### src/shs_pkg.sv
package shs_pkg;

  localparam int unsigned HASH_W  = 32;
  localparam int unsigned COUNT_W = 3;

  // Byte counts that select a mix.
  localparam logic [COUNT_W-1:0] BYTES_FULL  = 3'd4;
  localparam logic [COUNT_W-1:0] BYTES_THREE = 3'd3;
  localparam logic [COUNT_W-1:0] BYTES_TWO   = 3'd2;
  localparam logic [COUNT_W-1:0] BYTES_ONE   = 3'd1;

  // Handoff from the mix stage to the avalanche stages.
  typedef struct packed {
    logic              valid;
    logic [HASH_W-1:0] hash;
  } shs_fin_t;

endpackage

### src/shs_word_if.sv
interface shs_word_if import shs_pkg::*; ();
  logic               valid;
  logic               ready;
  logic [31:0]        data_word;
  logic [COUNT_W-1:0] byte_count;
  logic               last;

  modport source (output valid, data_word, byte_count, last, input ready);
  modport sink (input valid, data_word, byte_count, last, output ready);
endinterface

### src/shs_hash_if.sv
interface shs_hash_if import shs_pkg::*; ();
  logic              valid;
  logic              ready;
  logic [HASH_W-1:0] hash_value;

  modport source (output valid, hash_value, input ready);
  modport sink (input valid, hash_value, output ready);
endinterface

### src/shs_mix.sv
module shs_mix import shs_pkg::*; (
  input  logic               clk,
  input  logic               rst,
  input  logic               in_valid,
  output logic               in_ready,
  input  logic [31:0]        data_word,
  input  logic [COUNT_W-1:0] byte_count,
  input  logic               last,
  output shs_fin_t           fin,
  input  logic               fin_ready
);

  logic               word_valid;
  logic [31:0]        word;
  logic [COUNT_W-1:0] count;
  logic               word_last;
  logic [HASH_W-1:0]  running_hash;
  logic [HASH_W-1:0]  running_hash_next;
  logic [COUNT_W-1:0] eff_count;
  logic [HASH_W-1:0]  mixed;
  logic               fin_room;
  logic               fire;
  logic               fin_valid;
  logic [HASH_W-1:0]  fin_hash;

  logic [HASH_W-1:0] f1, f2, f3;
  logic [HASH_W-1:0] t1, t2, t3, t4;
  logic [HASH_W-1:0] odd3, odd1;

  assign fin      = '{valid: fin_valid, hash: fin_hash};
  assign fin_room = !fin_valid || fin_ready;
  // A word that is not last never produces a result, so it never waits.
  assign fire     = word_valid && (!word_last || fin_room);
  assign in_ready = !word_valid || fire;

  assign eff_count = (!word_last || count > BYTES_FULL) ? BYTES_FULL : count;
  assign odd3      = {{24{word[23]}}, word[23:16]};
  assign odd1      = {{24{word[7]}}, word[7:0]};

  always_comb begin
    f1 = running_hash + {16'd0, word[15:0]};
    f2 = (f1 << 16) ^ ({5'd0, word[31:16], 11'd0} ^ f1);
    f3 = f2 + (f2 >> 11);
    t1 = '0;
    t2 = '0;
    t3 = '0;
    t4 = '0;
    case (eff_count)
      BYTES_FULL: begin
        mixed = f3;
      end
      BYTES_THREE: begin
        t1 = running_hash + {16'd0, word[15:0]};
        t2 = t1 ^ (t1 << 16);
        t3 = t2 ^ (odd3 << 18);
        t4 = t3 + (t3 >> 11);
        mixed = t4;
      end
      BYTES_TWO: begin
        t1 = running_hash + {16'd0, word[15:0]};
        t2 = t1 ^ (t1 << 11);
        t3 = t2 + (t2 >> 17);
        mixed = t3;
      end
      BYTES_ONE: begin
        t1 = running_hash + odd1;
        t2 = t1 ^ (t1 << 10);
        t3 = t2 + (t2 >> 1);
        mixed = t3;
      end
      default: begin
        mixed = running_hash;
      end
    endcase
    running_hash_next = word_last ? '0 : mixed;
  end

  always_ff @(posedge clk) begin
    if (rst) begin
      word_valid   <= 1'b0;
      running_hash <= '0;
      fin_valid    <= 1'b0;
    end else begin
      if (in_ready) begin
        word_valid <= in_valid;
      end
      if (fire) begin
        running_hash <= running_hash_next;
      end
      if (fin_room) begin
        fin_valid <= fire && word_last;
      end
    end
  end

  always_ff @(posedge clk) begin
    if (in_ready && in_valid) begin
      word      <= data_word;
      count     <= byte_count;
      word_last <= last;
    end
    if (fin_room && fire) begin
      fin_hash <= mixed;
    end
  end

endmodule

### src/shs_aval.sv
module shs_aval import shs_pkg::*; (
  input  logic              clk,
  input  logic              rst,
  input  shs_fin_t          fin,
  output logic              fin_ready,
  output logic              out_valid,
  input  logic              out_ready,
  output logic [HASH_W-1:0] hash_value
);

  logic              mid_valid;
  logic [HASH_W-1:0] mid;
  logic              out_room;
  logic              mid_room;
  logic [HASH_W-1:0] a1, a2, a3, b1, b2, b3;

  assign out_room  = !out_valid || out_ready;
  assign mid_room  = !mid_valid || out_room;
  assign fin_ready = mid_room;

  // The avalanche is split three steps per stage.
  always_comb begin
    a1 = fin.hash ^ (fin.hash << 3);
    a2 = a1 + (a1 >> 5);
    a3 = a2 ^ (a2 << 4);
    b1 = mid + (mid >> 17);
    b2 = b1 ^ (b1 << 25);
    b3 = b2 + (b2 >> 6);
  end

  always_ff @(posedge clk) begin
    if (rst) begin
      mid_valid <= 1'b0;
      out_valid <= 1'b0;
    end else begin
      if (mid_room) begin
        mid_valid <= fin.valid;
      end
      if (out_room) begin
        out_valid <= mid_valid;
      end
    end
  end

  always_ff @(posedge clk) begin
    if (mid_room && fin.valid) begin
      mid <= a3;
    end
    if (out_room && mid_valid) begin
      hash_value <= b3;
    end
  end

endmodule

### src/superfasthash_stream.sv
// SuperFastHash over a stream of 32-bit key words, running hash seeded with
// zero. One word is taken every cycle, unless a last word must wait for room
// in the mix result register; the running hash is updated by the mix stage,
// whose register feeds back into the next word's mix. The hash of a key
// passes the input word, mix result and two avalanche registers, held up only
// while the output is stalled. Back-to-back keys need no gap between them.
module superfasthash_stream import shs_pkg::*; (
  input  logic        clk,
  input  logic        rst,
  shs_word_if.sink    words,
  shs_hash_if.source  hashes
);

  shs_fin_t fin;
  logic     fin_ready;

  shs_mix u_mix (
    .clk        (clk),
    .rst        (rst),
    .in_valid   (words.valid),
    .in_ready   (words.ready),
    .data_word  (words.data_word),
    .byte_count (words.byte_count),
    .last       (words.last),
    .fin        (fin),
    .fin_ready  (fin_ready)
  );

  shs_aval u_aval (
    .clk        (clk),
    .rst        (rst),
    .fin        (fin),
    .fin_ready  (fin_ready),
    .out_valid  (hashes.valid),
    .out_ready  (hashes.ready),
    .hash_value (hashes.hash_value)
  );

endmodule

### src/flat_wrapper.sv
// flat-port wrapper written by rule: the top's interface ports become plain ports
module superfasthash_stream_flat import shs_pkg::*;
  (clk, rst, words_valid, words_data_word, words_byte_count, words_last, words_ready, hashes_valid, hashes_hash_value, hashes_ready);
  shs_word_if words_i ();
  shs_hash_if hashes_i ();
  input  logic clk;
  input  logic rst;
  input wire logic [$bits(words_i.valid)-1:0] words_valid;
  input wire logic [$bits(words_i.data_word)-1:0] words_data_word;
  input wire logic [$bits(words_i.byte_count)-1:0] words_byte_count;
  input wire logic [$bits(words_i.last)-1:0] words_last;
  output wire logic [$bits(words_i.ready)-1:0] words_ready;
  output wire logic [$bits(hashes_i.valid)-1:0] hashes_valid;
  output wire logic [$bits(hashes_i.hash_value)-1:0] hashes_hash_value;
  input wire logic [$bits(hashes_i.ready)-1:0] hashes_ready;
  assign words_i.valid = words_valid;
  assign words_i.data_word = words_data_word;
  assign words_i.byte_count = words_byte_count;
  assign words_i.last = words_last;
  assign words_ready = words_i.ready;
  assign hashes_valid = hashes_i.valid;
  assign hashes_hash_value = hashes_i.hash_value;
  assign hashes_i.ready = hashes_ready;
  superfasthash_stream u_core (.clk(clk), .rst(rst), .words(words_i), .hashes(hashes_i));
endmodule
### config.mk
export PLATFORM = sky130hd
export DESIGN_NAME = superfasthash_stream_flat
export DESIGN_NICKNAME = d
export VERILOG_FILES = /design/src/shs_pkg.sv /design/src/shs_word_if.sv /design/src/shs_hash_if.sv /design/src/shs_mix.sv /design/src/shs_aval.sv /design/src/superfasthash_stream.sv /design/src/flat_wrapper.sv
export SDC_FILE = /design/constraint.sdc
export NUM_CORES = 1
export LEC_CHECK = 0
export ABC_AREA = 1
export BUFFER_PORTS_ARGS = -buffer_cell sky130_fd_sc_hd__buf_4
export CAP_MARGIN = 0
export CORE_MARGIN = 2
export CORE_UTILIZATION = 57
export CTS_CLUSTER_SIZE = 14
export DETAILED_ROUTE_END_ITERATION = 8
export GPL_TIMING_DRIVEN = 1
export PLACE_DENSITY_LB_ADDON = 0.12
export SYNTH_ARGS = -nofsm -noshare
export SYNTH_HDL_FRONTEND = slang
export SYNTH_SLANG_ARGS = --single-unit
### constraint.sdc
create_clock -name clk -period 7.2 [get_ports clk]
set_input_delay 0 -clock clk [delete_from_list [all_inputs] [get_ports clk]]
set_output_delay 0 -clock clk [all_outputs]
set_load 0.005 [all_outputs]
; Yosys cells after proc, flatten, opt, wreduce, memory -nomap -nowiden
; Index checks and enable logic that the tools add are counted.
[classes]
addsub = 9
magnitude_cmp = 1
n_eq_ne = 4
n_mux = 3
bitwise_logic = 9
n_reduce_logical = 17
[op_table]
columns = cell, count
row1 = $xor A32 B32 Y32, 8
row2 = $pmux W32 S4, 1
row3 = $add A32 B15 Y32, 2
row4 = $add A32 B21 Y32, 2
row5 = $add A32 B16 Y32, 1
row6 = $add A32 B26 Y32, 1
row7 = $add A32 B27 Y32, 1
row8 = $add A32 B31 Y32, 1
row9 = $add A32 B32 Y32, 1
row10 = $mux W32, 1
row11 = $xor A27 B32 Y32, 1
row12 = $eq A3 B2 Y1 const B, 2
row13 = $logic_and A1 B1 Y1, 6
row14 = $logic_or A1 B1 Y1, 6
row15 = $logic_not A1 Y1, 5
row16 = $eq A3 B1 Y1 const B, 1
row17 = $eq A3 B3 Y1 const B, 1
row18 = $gt A3 B3 Y1 const B, 1
row19 = $mux W3, 1
[totals]
register_bits = 168
out_inout_bits = 34
word_cells = 54

; Longest topological paths before layout
; Gate-level depths: netlist (run 1).
[depth]
depth_word = 8
depth_mapped = 38
ltp_nobuf = 38

; Modules after synthesis
; Synthesis (run 1) repeated with hierarchy kept, for this count alone.
[hier_totals]
hier_cells = 3295
area_unflattened_um2 = 21887.2
[modules_own_cells]
columns = mod, instances, cells_each, area_per_inst_um2
row1 = shs_mix, 1, 2206, 13998.4
row2 = shs_aval, 1, 1089, 7888.8

; Least setup slack after synthesis (run 1)
; OpenSTA, ideal clock, no wires.
[synth_path]
path_kind = register to register
from = register u_core.u_mix.word[7]
to = register u_core.u_mix.fin_hash[31], data pin
arrival_ps = 4858
required_ps = 6945
setup_slack_ps = 2087
stages_incl_launch_ff = 34
n_path_buf = 0
path_cell_list = edfxtp_1 ha_1 nand2_2 inv_1 a21oi_2 nand2_4 a31oi_1 o21ai_1 a21boi_1 o21ai_1 a21oi_1 o21ai_1 nand2_1 nand2_1 a21oi_1 xor2_1 inv_1 ha_1 nand2_1 nor2_1 inv_1 nor2_1 nand2_1 o21ai_0 nand4_1 nand2_1 nand3_1 nand3_1 nand2_1 inv_1 nand2_1 inv_1 nand3_2 and2_1
[synth_between]
elab_chain_len = 5
word_cells_on_any_way = 13
cone_classes = 6 x add/sub / 1 x mux / 6 x bitwise
[synth_lines]
columns = item, line_no
row1 = from (decl), shs_mix.sv:14  ; logic [31:0] word;
row2 = from (signal assigned), shs_mix.sv:98  ; word <= data_word;
row3 = $add A32 B16 Y32, "shs_mix.sv:41, shs_mix.sv:53, shs_mix.sv:60"
row4 = $xor A32 B32 Y32 / $xor A27 B32 Y32 (equally long branches), "shs_mix.sv:54, shs_mix.sv:42"
row5 = "$xor A32 B32 Y32, on equally long branches", "shs_mix.sv:55, shs_mix.sv:42"
row6 = "$add A32 B21 Y32, on equally long branches", "shs_mix.sv:56, shs_mix.sv:43"
row7 = $pmux W32 S4 *, shs_mix.sv:48  ; case (eff_count)
row8 = via u_core.u_mix.mixed[31], shs_mix.sv:20  ; logic [HASH_W-1:0] mixed;
row9 = to (signal assigned), shs_mix.sv:103  ; fin_hash <= mixed;
row10 = to (decl), shs_mix.sv:24  ; logic [HASH_W-1:0] fin_hash;
; The timed path passes the listed nets; every way through them passes the cells marked *.
; A chain may end at the register's enable or synchronous reset.

; Worst setup path after layout (run 1)
[layout_path]
from = register u_core.u_mix.word[0]
to = register u_core.u_mix.fin_hash[30], data pin
; Same word-level chain as after synthesis.

==> impl_metrics.json, run 1 <==
{
  "area_growth_pct": 10.4,
  "worstSetupPathType": "register to register",
  "place_ws_ps": 1320,
  "core_um2": 35200,
  "gr-total-overflow": 0,
  "finalWirelength_mm": 76.0,
  "stdcell_area_um2": 22300,
  "yosysMostFrequentCell": "nand2_1",
  "hold_viol": 0,
  "cts_buffers": 17,
  "ant_nets": 0,
  "yosys-top-cells-area": "edfxtp_1, nand2_1, ha_1",
  "synth_common_cells": "nand2_1, inv_1, a21oi_1",
  "post_cts_buffers": 0,
  "cts-htree-levels": 4,
  "dp_hpwl_mm": 63.0,
  "end_kind": "register",
  "cp.required_ps": 7390,
  "max_stage_delay_ps": 450,
  "slew-limit-headroom_pct": 21.1,
  "port-buffer-count": 73,
  "drive_gt1_share_pct": 9.83,
  "grt_pass1_wl_mm": 113,
  "grt_max_degree": 37,
  "post-route-min-period_ps": 5980,
  "rsz0062_at_grt": "no",
  "dieArea_um2": 37000,
  "synth-edff-count": 132,
  "drv_cap": 0,
  "seq_area_frac_synth_pct": 23.1,
  "clockRootBuffer": "clkbuf_16",
  "postPlaceCellArea_um2": 21400,
  "synth_area_per_cell_um2": 7.06,
  "clk_path_buf_depth": 2,
  "powerDensity_nw_per_um2": 411,
  "yosysTopAreaCellShare_pct": 19.6,
  "vdd_drop_max_mv": 0.404,
  "die_height_um": 192,
  "finalSetupViolations": 0,
  "setup_tns_ps": 0,
  "worst_hold_path_type": "input port to register",
  "pin_count": 74,
  "nets": 3230,
  "timing.final.max_slew_violations": 0,
  "async_flop_share_pct": 0,
  "synth-warning-count": 0,
  "max_freq_mhz": 167,
  "cts.clk_slew.worst_paths_ps": 80,
  "outcome": "finished clean",
  "viasPerCell": 6.08,
  "antenna_cells": 0,
  "vias": 21000,
  "post_cts_resized": 0,
  "clock_latency_ps": 470,
  "grt_pass1_vias": 19500,
  "drt_iter0_drc": 2393,
  "worstMarginPinSlew_ps": 1180,
  "drcViolationCount": 0,
  "critical_path_arrival_ps": 6180,
  "synthFlopType": "edfxtp_1",
  "wl_per_cell_um": 22.0,
  "synth.distinct_cells": 63,
  "synth_area_um2": 20200,
  "crit_fanout": 5,
  "rows": 69,
  "yosysTopAreaCell": "edfxtp_1",
  "syn_inst": 2868,
  "synth-seq-cells": 168,
  "start_util_pct": 57.5,
  "worst_path_max_delay_cell": "fa_1",
  "p_leak_nw": 10.5,
  "dieWidth_um": 192,
  "syn_nets": 3111,
  "gp_congestion": 1.10,
  "grt_use_total_pct": 41.1,
  "cpLargestDelayFamily": "compound AO/OA/AOI/OAI gates",
  "grt_antenna_before_repair": 0,
  "firstDrtPassIters": 6,
  "start_kind": "register",
  "setup_slack_ps": 1220,
  "timing.critical_path.buf_inv": 1,
  "crit_top_cell": "nand2_1",
  "fin_skew_ps": 15.9,
  "fin_crit_sh_pct": 83.1,
  "cts.sinks": 168,
  "cts_tree": "yes",
  "fin_cells": 3461,
  "dp_cells": 3390
}
==> repair_timing <==
action                     CTS  global route
hold buffers                39             0
setup endpoints to repair    0             0
hold endpoints to repair    41             0
==> power by group <==
| part | total (mW) | switching (mW) | internal (mW) |
|---|---|---|---|
| clock | 0.940 | 0.461 | 0.478 |
| sequential | 1.57 | 0.119 | 1.45 |
| combinational | 6.68 | 4.43 | 2.25 |
| total | 9.19 | 5.01 | 4.18 |
==> sequential cells by signal (all words and copies together), names as in the netlist <==
| register | cells |
|---|---|
| u_core.u_mix.fin_valid | 1 |
| u_core.u_aval.mid_valid | 1 |
| u_core.u_aval.mid | 32 |
| u_core.u_mix.fin_hash | 32 |
| u_core.u_mix.running_hash | 32 |
| u_core.u_aval.out_valid | 1 |
| u_core.u_aval.hash_value | 32 |
| u_core.u_mix.word | 32 |
| u_core.u_mix.count | 3 |
| u_core.u_mix.word_last | 1 |
| u_core.u_mix.word_valid | 1 |
==> path summary, 6_finish.rpt <==
kind | cells after the start | slack, ps | from | end
max | 29 | 1220 | u_core.u_mix.word[0]$_DFFE_PP_ | u_core.u_mix.fin_hash[30]$_DFFE_PP_
min | 2 | 250 | words_data_word[10] | u_core.u_mix.word[10]$_DFFE_PP_
max reg2reg | 29 | 1220 | u_core.u_mix.word[0]$_DFFE_PP_ | u_core.u_mix.fin_hash[30]$_DFFE_PP_
min reg2reg | 2 | 490 | u_core.u_mix.fin_valid$_SDFFE_PP0P_ | u_core.u_aval.mid_valid$_SDFFE_PP0P_
==> metal layers <==
layer	part of all wire [%]	global-route usage (%)	wire, um	vias up
met3	10	8.17	7930	246
met5	0	0	0	-
li1	-	-	-	9894
met4	7.4	26.7	5590	0
met2	44	65.3	33400	1218
met1	38	50.8	29100	9674
==> layout make-up <==
| type | count | area (um^2) |
|---|---|---|
| sequential | 168 | 4680 |
| timing repair buffer | 130 | 1070 |
| inverter | 361 | 1360 |
| clock inverter | 13 | 121 |
| clock buffer | 19 | 454 |
| multi-input combinational | 2309 | 14100 |
| tap | 461 | 577 |
| fill | 3238 | 12900 |
==> stage by stage <==
step / util, % / hold slack, ps / total power, mW
after global routing: 63.4 / 243 / 9.80
final: 63.4 / 245 / 9.19
after global placement: 60.7 / 178 / 7.84
after CTS: 63.4 / 234 / 8.97
after floorplan: - / 98.9 / 6.17
after detailed placement: 60.7 / 179 / 7.99
==> worst register-to-register path: cells and delay by family (launching register included) <==
family | cells | cell delay, ps
adders and majority gates | 3 | 1180
xor gates and xnor gates | 2 | 550
DFF | 1 | 390
and+or+nand+nor | 12 | 1670
AOI/OAI and AO/OA | 11 | 1880
buffers and inverters | 1 | 60
==> layout by cell type (no fill, tap or decap), drive strengths merged, types with 5 or more instances in the layout <==
cell type and n:
o221ai 7, xnor2 68, clkinv 7, o21bai 16, nand4 39, ha 195
inv 367, buf 91, nand2 728, nand3 214, edfxtp 132, a221oi 6
or2 22, a211oi 5, a21boi 22, xor2 194, o2111ai 5, fa 8
a31oi 19, o21a 11, nor3 35, o211ai 14, nor2 210, dlygate4sd3 39
nand3b 10, a21oi 300, nor4 7, a21o 13, clkbuf 19, o21ai 143
and2 6, dfxtp 36
==> kinds of logic (layout without fill, tap and decap cells) <==
group                    after synthesis  after routing  synth area share [%]
AND/OR/NAND/NOR                     1273           1273                  28.5
buffers and inverters                391            523                  7.45
AO/OA/AOI/OAI                        571            571                  15.9
XOR/XNOR                             262            262                  12.2
adder cells (fa/ha/maj)              203            203                  12.8
flip-flops                           168            168                  23.1
Power figures use the tool's default switching activity.
==> run 2, diff against run 1 <==
- ABC_AREA: 1 -> 0
- clock period: 7.2 -> 6 ns (I/O delays scaled with it)
==> impl_metrics.json, run 2 <==
{
  "seq_area_frac_synth_pct": 24.9,
  "synth_xor_area_share_pct": 18.6,
  "timing.final.max_slew_violations": 0,
  "crit_fanout": 6,
  "synth_fa_ha_area_share_pct": 13.8,
  "antenna_cells": 0,
  "finalSetupViolations": 0,
  "multi_input_area_um2": 14000,
  "final_util_pct": 70.1,
  "worst_hold_path_type": "input port to register",
  "async_flop_share_pct": 0,
  "clockRootBuffer": "clkbuf_16",
  "cts_buffers": 17,
  "cp_cell_sequence": "ha_1 -> a211oi_2 -> o211ai_2 -> buf_4 -> nand2_2 -> xnor2_1 -> inv_1 -> xnor2_1 -> ha_1 -> o21ai_0 -> o21ai_0 -> o2111ai_1 -> o211ai_1 -> o21ai_0 -> nand2b_1 -> and3b_1 -> nor4b_4 -> nand4_1 -> xnor2_1 -> o21ai_1 -> a221o_1 -> a32o_1",
  "cts-htree-levels": 4,
  "fin_crit_sh_pct": 97.8,
  "cp.required_ps": 6360,
  "worst_path_max_delay_cell": "xnor2_1",
  "grt_max_degree": 37,
  "synth-warning-count": 0,
  "place_ws_ps": -262,
  "synth-seq-cells": 168,
  "synth_top_family_by_area": "compound AO/OA/AOI/OAI gates",
  "rows": 66,
  "synth-edff-count": 132,
  "nFillCells": 2659,
  "ff_latch_area_um2": 4680,
  "rsz0062_at_grt": "yes",
  "dieArea_um2": 34400,
  "area_growth_pct": 21.4,
  "start_kind": "register",
  "max_freq_mhz": 170,
  "hold_viol": 0,
  "critical_path_arrival_ps": 6230,
  "outcome": "finished clean",
  "nets": 2692,
  "worstMarginPinSlew_ps": 1040,
  "grt_pass1_wl_mm": 106,
  "post-route-min-period_ps": 5870,
  "dp_hpwl_mm": 56.5,
  "synth_area_um2": 18800,
  "setup_slack_ps": 130,
  "yosys-top-cells-area": "edfxtp_1, ha_1, xnor2_1",
  "synth.distinct_cells": 108,
  "drt_iter0_drc": 1962,
  "yosysMostFrequentCell": "xnor2_1",
  "firstDrtPassIters": 8,
  "synth_area_per_cell_um2": 8.82,
  "synth_compound_area_share_pct": 23.2,
  "worstSetupPathType": "register to register",
  "core_um2": 32500,
  "postPlaceCellArea_um2": 21400,
  "dieWidth_um": 186,
  "syn_inst": 2130,
  "yosysTopAreaCell": "edfxtp_1",
  "wl_per_cell_um": 24.7,
  "end_kind": "register",
  "synth_mux_area_share_pct": 0.613,
  "synth_common_cells": "xnor2_1, ha_1, a21oi_1",
  "vias": 18800,
  "stdcell_area_um2": 22800,
  "grt_pass1_vias": 18100,
  "gr-total-overflow": 0,
  "yosysTopAreaCellShare_pct": 21.1,
  "finalWirelength_mm": 71.7,
  "port-buffer-count": 73,
  "cts.sinks": 168,
  "final_cell_mix": "buf_4, xnor2_1, ha_1",
  "clock_latency_ps": 470,
  "max_stage_delay_ps": 670,
  "cts.clk_slew.worst_paths_ps": 90,
  "syn_nets": 2373,
  "fin_skew_ps": 22.2,
  "gp_congestion": 1.04,
  "slew-limit-headroom_pct": 30.1,
  "ant_nets": 0,
  "start_util_pct": 57.7,
  "timing.critical_path.buf_inv": 2,
  "grt_antenna_before_repair": 2,
  "cpLargestDelayFamily": "compound AO/OA/AOI/OAI gates",
  "synthFlopType": "edfxtp_1",
  "viasPerCell": 6.46,
  "mostFrequentLayoutCell": "buf_4",
  "synthSimpleGateAreaFrac_pct": 16.3,
  "drv_cap": 0,
  "die_height_um": 186,
  "drive_gt1_share_pct": 18.8,
  "clk_path_buf_depth": 2,
  "cts_tree": "yes",
  "pin_count": 74,
  "grt_use_total_pct": 41.7,
  "drcViolationCount": 0
}
-- run 2: changes by cell type in the layout (fill, tap and decap cells not counted), sizes merged, moves of 29 or more --
cell,delta
nand2,-581
inv,-288
buf,+215
nand3,-155
xnor2,+146
a21oi,-127
a21o,+60
xor2,-47
nor2,-41
nand2b,+30
and3,+29
nor2b,+29
-- run 2: routing by layer --
metal	track usage [%]	up-vias	part of all wire, %	routed length [um]
met5	0	-	0.018	13
met4	30.3	2	8.6	6150
met3	7.45	280	9.0	6460
met2	68.0	1044	45	32400
met1	49.5	8899	37	26700
li1	-	8545	-	-
-- run 2: final cells by class --
class | instances | area share, %
clock buffers | 17 | 1.87
well taps | 442 | 2.43
repair buffers | 346 | 11.8
inverters | 72 | 1.19
flip-flops and latches | 168 | 20.5
clock inverters | 15 | 0.719
multi-input cells | 1844 | 61.4
-- run 2: what timing repair did --
item                                   in CTS  in global routing
cloned                                      0                  0
pin swaps                                   3                 21
setup buffers                               2                  9
endpoints found under the hold margin      60                  0
gates resized for setup                    10                 69
hold buffers                               40                  0
setup endpoints to repair                  33                 47
-- run 2: through the flow --
| stage | hold slack (ps) | std cells | setup TNS [ps] |
|---|---|---|---|
| CTS | 245 | 2895 | 0 |
| global placement | 178 | 2821 | -288 |
| detailed placement | 179 | 2821 | -3870 |
| global route | 247 | 2904 | -184 |
| finish | 252 | 2904 | 0 |
| floorplan | 98.9 | 2130 | 0 |
-- run 2: cell families after synthesis --
| family | Yosys count |
|---|---|
| adders and majority gates | 203 |
| and+or+nand+nor | 611 |
| buffers and inverters | 118 |
| AOI/OAI and AO/OA | 647 |
| muxes | 10 |
| DFF | 168 |
| xor gates and xnor gates | 373 |
-- run 2: path summary, 6_finish.rpt --
| kind | startpoint | to | slack (ps) | cells after the start |
|---|---|---|---|---|
| setup / recovery | u_core.u_mix.word[2]$_DFFE_PP_ | u_core.u_mix.running_hash[29]$_SDFFE_PP0P_ | 130 | 22 |
| hold / removal | words_byte_count[1] | u_core.u_mix.count[1]$_DFFE_PP_ | 250 | 2 |
| setup reg to reg | u_core.u_mix.word[2]$_DFFE_PP_ | u_core.u_mix.running_hash[29]$_SDFFE_PP0P_ | 130 | 22 |
| hold reg to reg | u_core.u_mix.fin_valid$_SDFFE_PP0P_ | u_core.u_aval.mid_valid$_SDFFE_PP0P_ | 550 | 2 |
Power of run 2 is left out: the tool's default activity adds up to more than one toggle a clock period on the data nets, which glitch-free logic cannot reach.
